<file path="src/rtl/bms_pkg.sv">
// Shared types and constants for the 3x3 box mean smoothing unit.
// No dependencies; used by every other file of the block.
package bms_pkg;

	localparam int MAX_WIDTH_DEF  = 2048;
	localparam int MAX_HEIGHT_DEF = 4096;

	localparam int CFG_IDX_W   = 1;
	localparam int CFG_DATA_W  = 13;
	localparam int WIDTH_REG_W = 12;
	localparam int HEIGHT_REG_W = 13;

	localparam int WIDTH_RESET  = 640;
	localparam int HEIGHT_RESET = 480;
	localparam int MIN_DIM      = 3;

	localparam int SAMPLE_W = 8;
	localparam int SUM_W    = 12;

	// floor(s / 9) == (s * MEAN_RECIP) >> MEAN_SHIFT for every sum of nine samples
	localparam int MEAN_RECIP   = 7282;
	localparam int MEAN_RECIP_W = 13;
	localparam int MEAN_SHIFT   = 16;

	typedef enum logic [CFG_IDX_W-1:0] {
		REG_IMAGE_WIDTH  = 1'b0,
		REG_IMAGE_HEIGHT = 1'b1
	} cfg_reg_t;

	typedef struct packed {
		logic [SAMPLE_W-1:0] blue;
		logic [SAMPLE_W-1:0] green;
		logic [SAMPLE_W-1:0] red;
	} rgb_t;

	typedef struct packed {
		logic [SUM_W-1:0] blue;
		logic [SUM_W-1:0] green;
		logic [SUM_W-1:0] red;
	} sum_t;

endpackage

</file>
<file path="src/rtl/bms_window.sv">
// 3x3 neighborhood register with per-channel sums of the shifted-in window.
// Depends on bms_pkg for pixel and sum types.
module bms_window (
	input  logic          clk,
	input  logic          arst_n,
	input  logic          shift,
	input  bms_pkg::rgb_t col_upper,
	input  bms_pkg::rgb_t col_middle,
	input  bms_pkg::rgb_t col_lower,
	output bms_pkg::sum_t sum,
	output bms_pkg::rgb_t center
);

	localparam int ROW_W = bms_pkg::SAMPLE_W + 2;

	bms_pkg::rgb_t win_q [9];
	bms_pkg::rgb_t win_nx [9];
	logic [ROW_W-1:0] row_r [3];
	logic [ROW_W-1:0] row_g [3];
	logic [ROW_W-1:0] row_b [3];

	// cell index row*3+col, col 2 newest, row 2 current line
	always_comb begin
		win_nx[0] = win_q[1];
		win_nx[1] = win_q[2];
		win_nx[2] = col_upper;
		win_nx[3] = win_q[4];
		win_nx[4] = win_q[5];
		win_nx[5] = col_middle;
		win_nx[6] = win_q[7];
		win_nx[7] = win_q[8];
		win_nx[8] = col_lower;
	end

	always_comb begin
		for (int r = 0; r < 3; r++) begin
			row_r[r] = ROW_W'(win_nx[r*3].red) + ROW_W'(win_nx[r*3+1].red)
				+ ROW_W'(win_nx[r*3+2].red);
			row_g[r] = ROW_W'(win_nx[r*3].green) + ROW_W'(win_nx[r*3+1].green)
				+ ROW_W'(win_nx[r*3+2].green);
			row_b[r] = ROW_W'(win_nx[r*3].blue) + ROW_W'(win_nx[r*3+1].blue)
				+ ROW_W'(win_nx[r*3+2].blue);
		end
		sum.red   = bms_pkg::SUM_W'(row_r[0]) + bms_pkg::SUM_W'(row_r[1])
			+ bms_pkg::SUM_W'(row_r[2]);
		sum.green = bms_pkg::SUM_W'(row_g[0]) + bms_pkg::SUM_W'(row_g[1])
			+ bms_pkg::SUM_W'(row_g[2]);
		sum.blue  = bms_pkg::SUM_W'(row_b[0]) + bms_pkg::SUM_W'(row_b[1])
			+ bms_pkg::SUM_W'(row_b[2]);
	end

	assign center = win_nx[4];

	always_ff @(posedge clk or negedge arst_n) begin
		if (!arst_n) begin
			for (int k = 0; k < 9; k++) begin
				win_q[k] <= '0;
			end
		end else if (shift) begin
			for (int k = 0; k < 9; k++) begin
				win_q[k] <= win_nx[k];
			end
		end
	end

endmodule

</file>
<file path="config.mk">
export PLATFORM = sky130hd
export DESIGN_NAME = bms_window
export DESIGN_NICKNAME = d
export VERILOG_FILES = /design/src/rtl/bms_pkg.sv /design/src/rtl/bms_window.sv
export SDC_FILE = /design/constraint.sdc
export NUM_CORES = 1
export LEC_CHECK = 0
export BUFFER_PORTS_ARGS = -buffer_cell sky130_fd_sc_hd__buf_2
export CORE_MARGIN = 5
export CORE_UTILIZATION = 49
export CTS_BUF_LIST = sky130_fd_sc_hd__clkbuf_4 sky130_fd_sc_hd__clkbuf_8 sky130_fd_sc_hd__clkbuf_16
export DETAILED_ROUTE_END_ITERATION = 12
export MAX_ROUTING_LAYER = met4
export PLACE_DENSITY_LB_ADDON = 0.15
export SYNTH_ARGS = -nofsm -noshare
export SYNTH_HDL_FRONTEND = slang
export SYNTH_SLANG_ARGS = --single-unit
export TNS_END_PERCENT = 30
</file>
<file path="constraint.sdc">
create_clock -name clk -period 7.32 [get_ports clk]
set_clock_uncertainty 0.1 [all_clocks]
set_input_delay 1.098 -clock clk [delete_from_list [all_inputs] [get_ports clk]]
set_output_delay 1.098 -clock clk [all_outputs]
set_load 0.01 [all_outputs]
</file>
==> impl_table.tex, run 1 <==
\begin{tabular}{lr}
\hline
Metric & Value \\
\hline
\multicolumn{2}{l}{\textbf{Setup path}} \\
Crit path arrival time & 5.10 ns \\
RR Startpoint & center[13] \\
Cell family with most CP delay & adder cells \\
Cell chain of the critical path & buf\_2 -> inv\_1 -> fa\_1 -> inv\_1 -> fa\_1 -> fa\_1 -> inv\_1 -> fa\_1 -> inv\_1 -> ha\_1 -> fa\_1 -> a21oi\_1 -> o211ai\_1 -> o41ai\_1 -> xnor2\_1 -> buf\_2 \\
Number of cells on the worst reg-to-reg path & 1 \\
Crit-path max FO & 3 \\
Startpoint Class & input pin \\
Number of buffers and inverters on the critical path & 6 \\
Most frequent cell on the critical path & fa\_1 \\
Cell at the slowest stage of the critical path & fa\_1 \\
Setup CP Type & in2out \\
Capture instance of the worst register-to-register path & win\_nx[133] \\
Crit end category & primary output \\
Minimum setup slack among reg-to-reg paths & 6.36 ns \\
Largest stage delay, worst path & 0.55 ns \\
Worst EP required & 6.12 ns \\
\multicolumn{2}{l}{\textbf{Global route}} \\
Wire length of the first global-routing pass & 32.62 mm \\
Pin count of the biggest net entering global routing & 80 \\
Total global routing overflow & 0 \\
GRT Util Overall & 0.1689 \\
Number of antenna violations at the first check in global routing & 2 \\
Number of global-route vias before repair & 6903 \\
\multicolumn{2}{l}{\textbf{STA}} \\
Achievable Freq & 158.7 MHz \\
Actual slew at the worst max-slew pin & 1.035 ns \\
Setup violators final & 0 \\
Total count of max-transition violations in the final report & 0 \\
Final period demand of the worst path & 6.299 ns \\
Worst slew margin & 0.3100 \\
Period utilisation layout & 0.8606 \\
Setup repair after global routing missed its margin & no \\
Number of hold-slack violations in the final timing report & 0 \\
Sum of negative setup slack & 0 ns \\
\multicolumn{2}{l}{\textbf{Min path}} \\
End of the worst hold path & win\_nx[56] \\
Instance count along the most critical hold path & 2 \\
Start point of the worst min-delay path & win\_nx[32] \\
Class of the most critical hold timing path & reg2reg \\
\multicolumn{2}{l}{\textbf{Clock tree}} \\
CTS tree & yes \\
Total CTS buffers & 17 \\
Root Driver & clkbuf\_16 \\
Count of hold-fix buffers inserted at cts & 0 \\
Number of buffers inserted by post-CTS setup repair & 0 \\
Clock Latency Late Sink & 0.42 ns \\
Deepest level of the CTS H-tree & 4 \\
Clock buffer depth & 2 \\
Number of resized instances in the post-cts repair step & 0 \\
Clock Sinks & 144 \\
Clock-pin slew of the registers on the worst-case setup and hold paths & 0.06 ns \\
\multicolumn{2}{l}{\textbf{Placement}} \\
Detailed Place HPWL & 14.26 mm \\
Routability congestion estimate from global placement & 0.7966 \\
Count of input and output buffers & 134 \\
\multicolumn{2}{l}{\textbf{Routing}} \\
Aggregate routed wire length & 17.97 mm \\
Routed wire length per instance & 13.91 µm \\
Metal1 wirelength & 8.080 mm \\
Vias per cell & 4.717 \\
DRC marker count from the first detailed-route iteration & 240 \\
Antenna viol nets, final & 0 \\
Router iterations before antenna repair & 6 \\
Total length of routed met2 wires & 8.946 mm \\
Max Used Layer & met4 \\
Number of vias after detailed routing & 6094 \\
Met3 routed wirelength & 788 µm \\
Number of DRC violations after detailed routing & 0 \\
\multicolumn{2}{l}{\textbf{Floorplan}} \\
Row cnt & 54 \\
Area of the die & 24970 µm² \\
Initial Utilization & 0.4950 \\
\# IOs & 135 \\
Width of the chip & 158.0 µm \\
Die height & 158.0 µm \\
Total core area & 21690 µm² \\
\multicolumn{2}{l}{\textbf{Synth}} \\
Post-synth EDFFs & 0 \\
Number of synthesized register bits & 144 \\
Cell count after synthesis & 884 \\
Mean instance size in the synthesized netlist & 12.15 µm² \\
Unique cell type count in the Yosys netlist & 36 \\
Share of synthesized area occupied by flip-flops and latches & 0.3356 \\
Number of nets in the synthesized netlist & 1160 \\
Post-synth ARST share & 1.000 \\
Netlist area before placement & 10740 µm² \\
Main synth FF type & dfrtp\_1 \\
Number of warnings reported in the yosys synthesis log & 0 \\
\multicolumn{2}{l}{\textbf{Finish}} \\
Final-layout fill cell count & 1912 \\
Layout area overhead & 13.47\% \\
Final nets & 1274 \\
Fraction of layout cells with a size suffix above 1 & 0.3010 \\
\multicolumn{2}{l}{\textbf{Run status}} \\
Status & finished, final reports clean \\
\multicolumn{2}{l}{\textbf{Run}} \\
Number of maximum-capacitance constraint violations & 0 \\
\hline
\end{tabular}
cell usage after synthesis (3+ instances only):
library cell  count  area share
o21a_1            4      0.0028
o21bai_1          3      0.0021
buf_4            24       0.017
fa_1            162        0.30
o21ai_0          20      0.0093
xor2_1            4      0.0033
nor2_1           17      0.0059
nor2b_1           3      0.0017
buf_2            14      0.0065
o211ai_1          3      0.0021
clkbuf_1          3      0.0010
nand3_1           4      0.0019
inv_1           244       0.085
dfrtp_1         144        0.34
ha_1             39       0.045
a21oi_1           9      0.0042
xnor2_1          14       0.011
nand2_1          18      0.0063
mux2_2          132        0.14
a211oi_1          3      0.0021
stage by stage:
| step | area, µm² | util | instances | setup WS, ns | hold slack (ns) |
|---|---|---|---|---|---|
| after floorplan | 10740 | - | 884 | 1.478 | 0.3498 |
| after global routing | 12180 | 0.5617 | 1292 | 0.7151 | 0.4053 |
| after CTS | 12180 | 0.5615 | 1290 | 0.9766 | 0.3886 |
| after global placement | 11520 | 0.5313 | 1259 | 1.057 | 0.3636 |
| after detailed placement | 11520 | 0.5313 | 1259 | 1.011 | 0.3734 |
| final | 12180 | 0.5617 | 1292 | 1.021 | 0.3811 |
sequential cells by signal, summed over array words and instances (netlist names):
register  count
win_nx      120
center       24
area by class of cell:
class                   count  area, µm²  area share
multi-input cells         455       5956      0.4889
clock buffers              19      446.7     0.03666
well taps                 280      350.3     0.02876
inverters                 244      915.9     0.07518
clock inverters            12      207.7     0.01705
diodes                      2      5.005   0.0004108
flip-flops and latches    144       3603      0.2958
repair buffers            136      698.2     0.05731
cell families (layout without fill, tap and decap cells):
kind of cell	count (synthesis)	count (layout)	share of synthesized area
flops	144	144	0.3356
simple gates	48	48	0.01981
buf+inv	285	411	0.1097
mux	132	132	0.1384
fa+ha+maj	201	201	0.3475
compound gates	56	56	0.03426
other cells	0	2	0
xor+xnor	18	18	0.01468
per-layer routing:
| layer | vias to the layer above | GRT usage |
|---|---|---|
| li1 | 2897 | - |
| met1 | 3102 | 0.2186 |
| met2 | 84 | 0.2762 |
| met3 | 11 | 0.03882 |
| met4 | 0 | 0.03615 |
| met5 | - | - |
how the worst max path moves through the flow:
stage,from,end,slack (ns),depth (start not counted)
floorplan,col_upper[18],sum[34],1.48,14
global placement,col_upper[18],sum[34],1.06,16
detailed placement,col_upper[18],sum[34],1.01,16
CTS,col_upper[18],sum[34],0.98,16
global route,col_upper[18],sum[34],0.72,16
finish,col_upper[18],sum[34],1.02,16
placed cells by master (no fill, tap or decap), types with 5 or more instances in the layout:
cell type,count
buf_2,132
inv_1,244
clkbuf_16,17
ha_1,39
mux2_2,132
bufinv_16,5
a21oi_1,9
dfrtp_1,144
nor2_1,17
o21ai_0,20
fa_1,162
xnor2_1,14
nand2_1,18
Power of run 1 is left out: the tool's default activity adds up to more than one toggle a clock period on the data nets, which glitch-free logic cannot reach.
==> inputs of run 2 (changes only) <==
==> constraint.sdc (replaced) <==
create_clock -name clk -period 6.7 [get_ports clk]
set_clock_uncertainty 0.1 [all_clocks]
set_input_delay 1.005 -clock clk [delete_from_list [all_inputs] [get_ports clk]]
set_output_delay 1.005 -clock clk [all_outputs]
set_load 0.01 [all_outputs]
==> impl_table.tex, run 2 (synthesis gave the netlist of run 1 again) <==
\begin{tabular}{lr}
\hline
Metric & Value \\
\hline
\multicolumn{2}{l}{\textbf{Min path}} \\
Class of the most critical hold timing path & reg2reg \\
End of the worst hold path & win\_nx[56] \\
Instance count along the most critical hold path & 2 \\
Start point of the worst min-delay path & win\_nx[32] \\
\multicolumn{2}{l}{\textbf{Clock tree}} \\
Deepest level of the CTS H-tree & 4 \\
CTS tree & yes \\
Count of hold-fix buffers inserted at cts & 0 \\
Root Driver & clkbuf\_16 \\
Number of buffers inserted by post-CTS setup repair & 0 \\
Clock buffer depth & 2 \\
Clock-pin slew of the registers on the worst-case setup and hold paths & 0.06 ns \\
Total CTS buffers & 17 \\
Clock Latency Late Sink & 0.42 ns \\
Number of resized instances in the post-cts repair step & 0 \\
Clock Sinks & 144 \\
\multicolumn{2}{l}{\textbf{Placement}} \\
Detailed Place HPWL & 14.40 mm \\
Setup Slack @ Placement & 0.5716 ns \\
Routability congestion estimate from global placement & 0.8009 \\
Count of input and output buffers & 134 \\
\multicolumn{2}{l}{\textbf{Setup path}} \\
Crit end category & primary output \\
Most frequent cell on the critical path & fa\_1 \\
Largest stage delay, worst path & 0.55 ns \\
Capture instance of the worst register-to-register path & win\_nx[133] \\
Cell family with most CP delay & adder cells \\
Number of cells on the worst reg-to-reg path & 1 \\
Startpoint Class & input pin \\
Minimum setup slack among reg-to-reg paths & 5.76 ns \\
Crit path arrival time & 5.02 ns \\
Cell at the slowest stage of the critical path & fa\_1 \\
Crit-path max FO & 3 \\
Number of buffers and inverters on the critical path & 6 \\
Worst EP required & 5.59 ns \\
Setup CP Type & in2out \\
Cell chain of the critical path & buf\_2 -> inv\_1 -> fa\_1 -> inv\_1 -> fa\_1 -> fa\_1 -> inv\_1 -> fa\_1 -> inv\_1 -> ha\_1 -> fa\_1 -> a21oi\_1 -> o211ai\_1 -> o41ai\_1 -> xnor2\_1 -> buf\_2 \\
RR Startpoint & center[13] \\
\multicolumn{2}{l}{\textbf{Global route}} \\
Wire length of the first global-routing pass & 32.54 mm \\
Number of antenna violations at the first check in global routing & 2 \\
GRT Util Overall & 0.1697 \\
Number of global-route vias before repair & 6820 \\
Pin count of the biggest net entering global routing & 90 \\
Total global routing overflow & 0 \\
\multicolumn{2}{l}{\textbf{Routing}} \\
Aggregate routed wire length & 18.26 mm \\
Routed wire length per instance & 14.15 µm \\
Antenna viol nets, final & 0 \\
Vias per cell & 4.723 \\
Number of vias after detailed routing & 6097 \\
Number of DRC violations after detailed routing & 0 \\
Router iterations before antenna repair & 4 \\
DRC marker count from the first detailed-route iteration & 157 \\
\multicolumn{2}{l}{\textbf{Floorplan}} \\
Area of the die & 24970 µm² \\
Die height & 158.0 µm \\
\# IOs & 135 \\
Width of the chip & 158.0 µm \\
Initial Utilization & 0.4950 \\
Total core area & 21690 µm² \\
Row cnt & 54 \\
\multicolumn{2}{l}{\textbf{STA}} \\
Sum of negative setup slack & 0 ns \\
Setup violators final & 0 \\
Setup repair after global routing missed its margin & no \\
Number of hold-slack violations in the final timing report & 0 \\
Final period demand of the worst path & 6.128 ns \\
Period utilisation layout & 0.9147 \\
Total count of max-transition violations in the final report & 0 \\
Actual slew at the worst max-slew pin & 0.8659 ns \\
Worst slew margin & 0.4227 \\
Achievable Freq & 163.2 MHz \\
Final worst slack & 0.5718 ns \\
\multicolumn{2}{l}{\textbf{Finish}} \\
Layout area overhead & 13.18\% \\
Final nets & 1274 \\
Flip-flop count of the largest register, all copies and words added & 120 \\
Fraction of layout cells with a size suffix above 1 & 0.3003 \\
Most frequent cells in the layout & inv\_1, fa\_1, dfrtp\_1 \\
Leading cell type in the layout, fill and taps excluded & inv\_1 \\
\multicolumn{2}{l}{\textbf{Run}} \\
Number of maximum-capacitance constraint violations & 0 \\
\multicolumn{2}{l}{\textbf{Run status}} \\
Status & finished, final reports clean \\
\hline
\end{tabular}
run 2: cell types whose count changed in the layout (fill, tap and decap cells not counted):
| cell | previous run | this run |
|---|---|---|
| clkbuf_4 | 1 | 0 |
| clkinv_2 | 0 | 1 |
| bufinv_16 | 5 | 4 |
| inv_6 | 2 | 3 |
| clkinvlp_4 | 3 | 2 |
run 2: metrics by stage:
step | hold WS, ns | utilization | instance area (µm²) | instances
6_report | 0.3828 | 0.5603 | 12150 | 1291
3_3_place_gp | 0.3640 | 0.5313 | 11520 | 1259
3_5_place_dp | 0.3759 | 0.5313 | 11520 | 1259
4_1_cts | 0.3880 | 0.5601 | 12150 | 1289
2_1_floorplan | 0.3498 | - | 10740 | 884
5_1_grt | 0.4225 | 0.5603 | 12150 | 1291
run 2: worst max-delay path by stage:
stage / slack, ns / depth (start not counted) / endpoint / from
after global routing: 0.31 / 16 / sum[34] / col_upper[18]
after floorplan: 1.04 / 14 / sum[34] / col_upper[18]
after global placement: 0.63 / 16 / sum[34] / col_upper[18]
final: 0.57 / 16 / sum[34] / col_upper[18]
after detailed placement: 0.57 / 16 / sum[34] / col_upper[18]
after CTS: 0.53 / 16 / sum[34] / col_upper[18]
run 2: metal layers:
layer | global-route usage | share of wire | vias to the layer above
met5 | - | 0 | -
met4 | 0.04102 | 0.010 | 0
met3 | 0.03718 | 0.040 | 12
met2 | 0.2758 | 0.50 | 79
met1 | 0.2204 | 0.45 | 3117
li1 | - | - | 2889
run 2: layout make-up:
cell class	instances	area [µm²]
antenna	2	5.005
clock buffer	18	439.2
clock inverter	12	183.9
fill	1870	9537
inverter	244	915.9
multi-input combinational	455	5956
sequential	144	3603
tap	280	350.3
timing repair buffer	136	698.2
Power of run 2 is left out for the same reason.
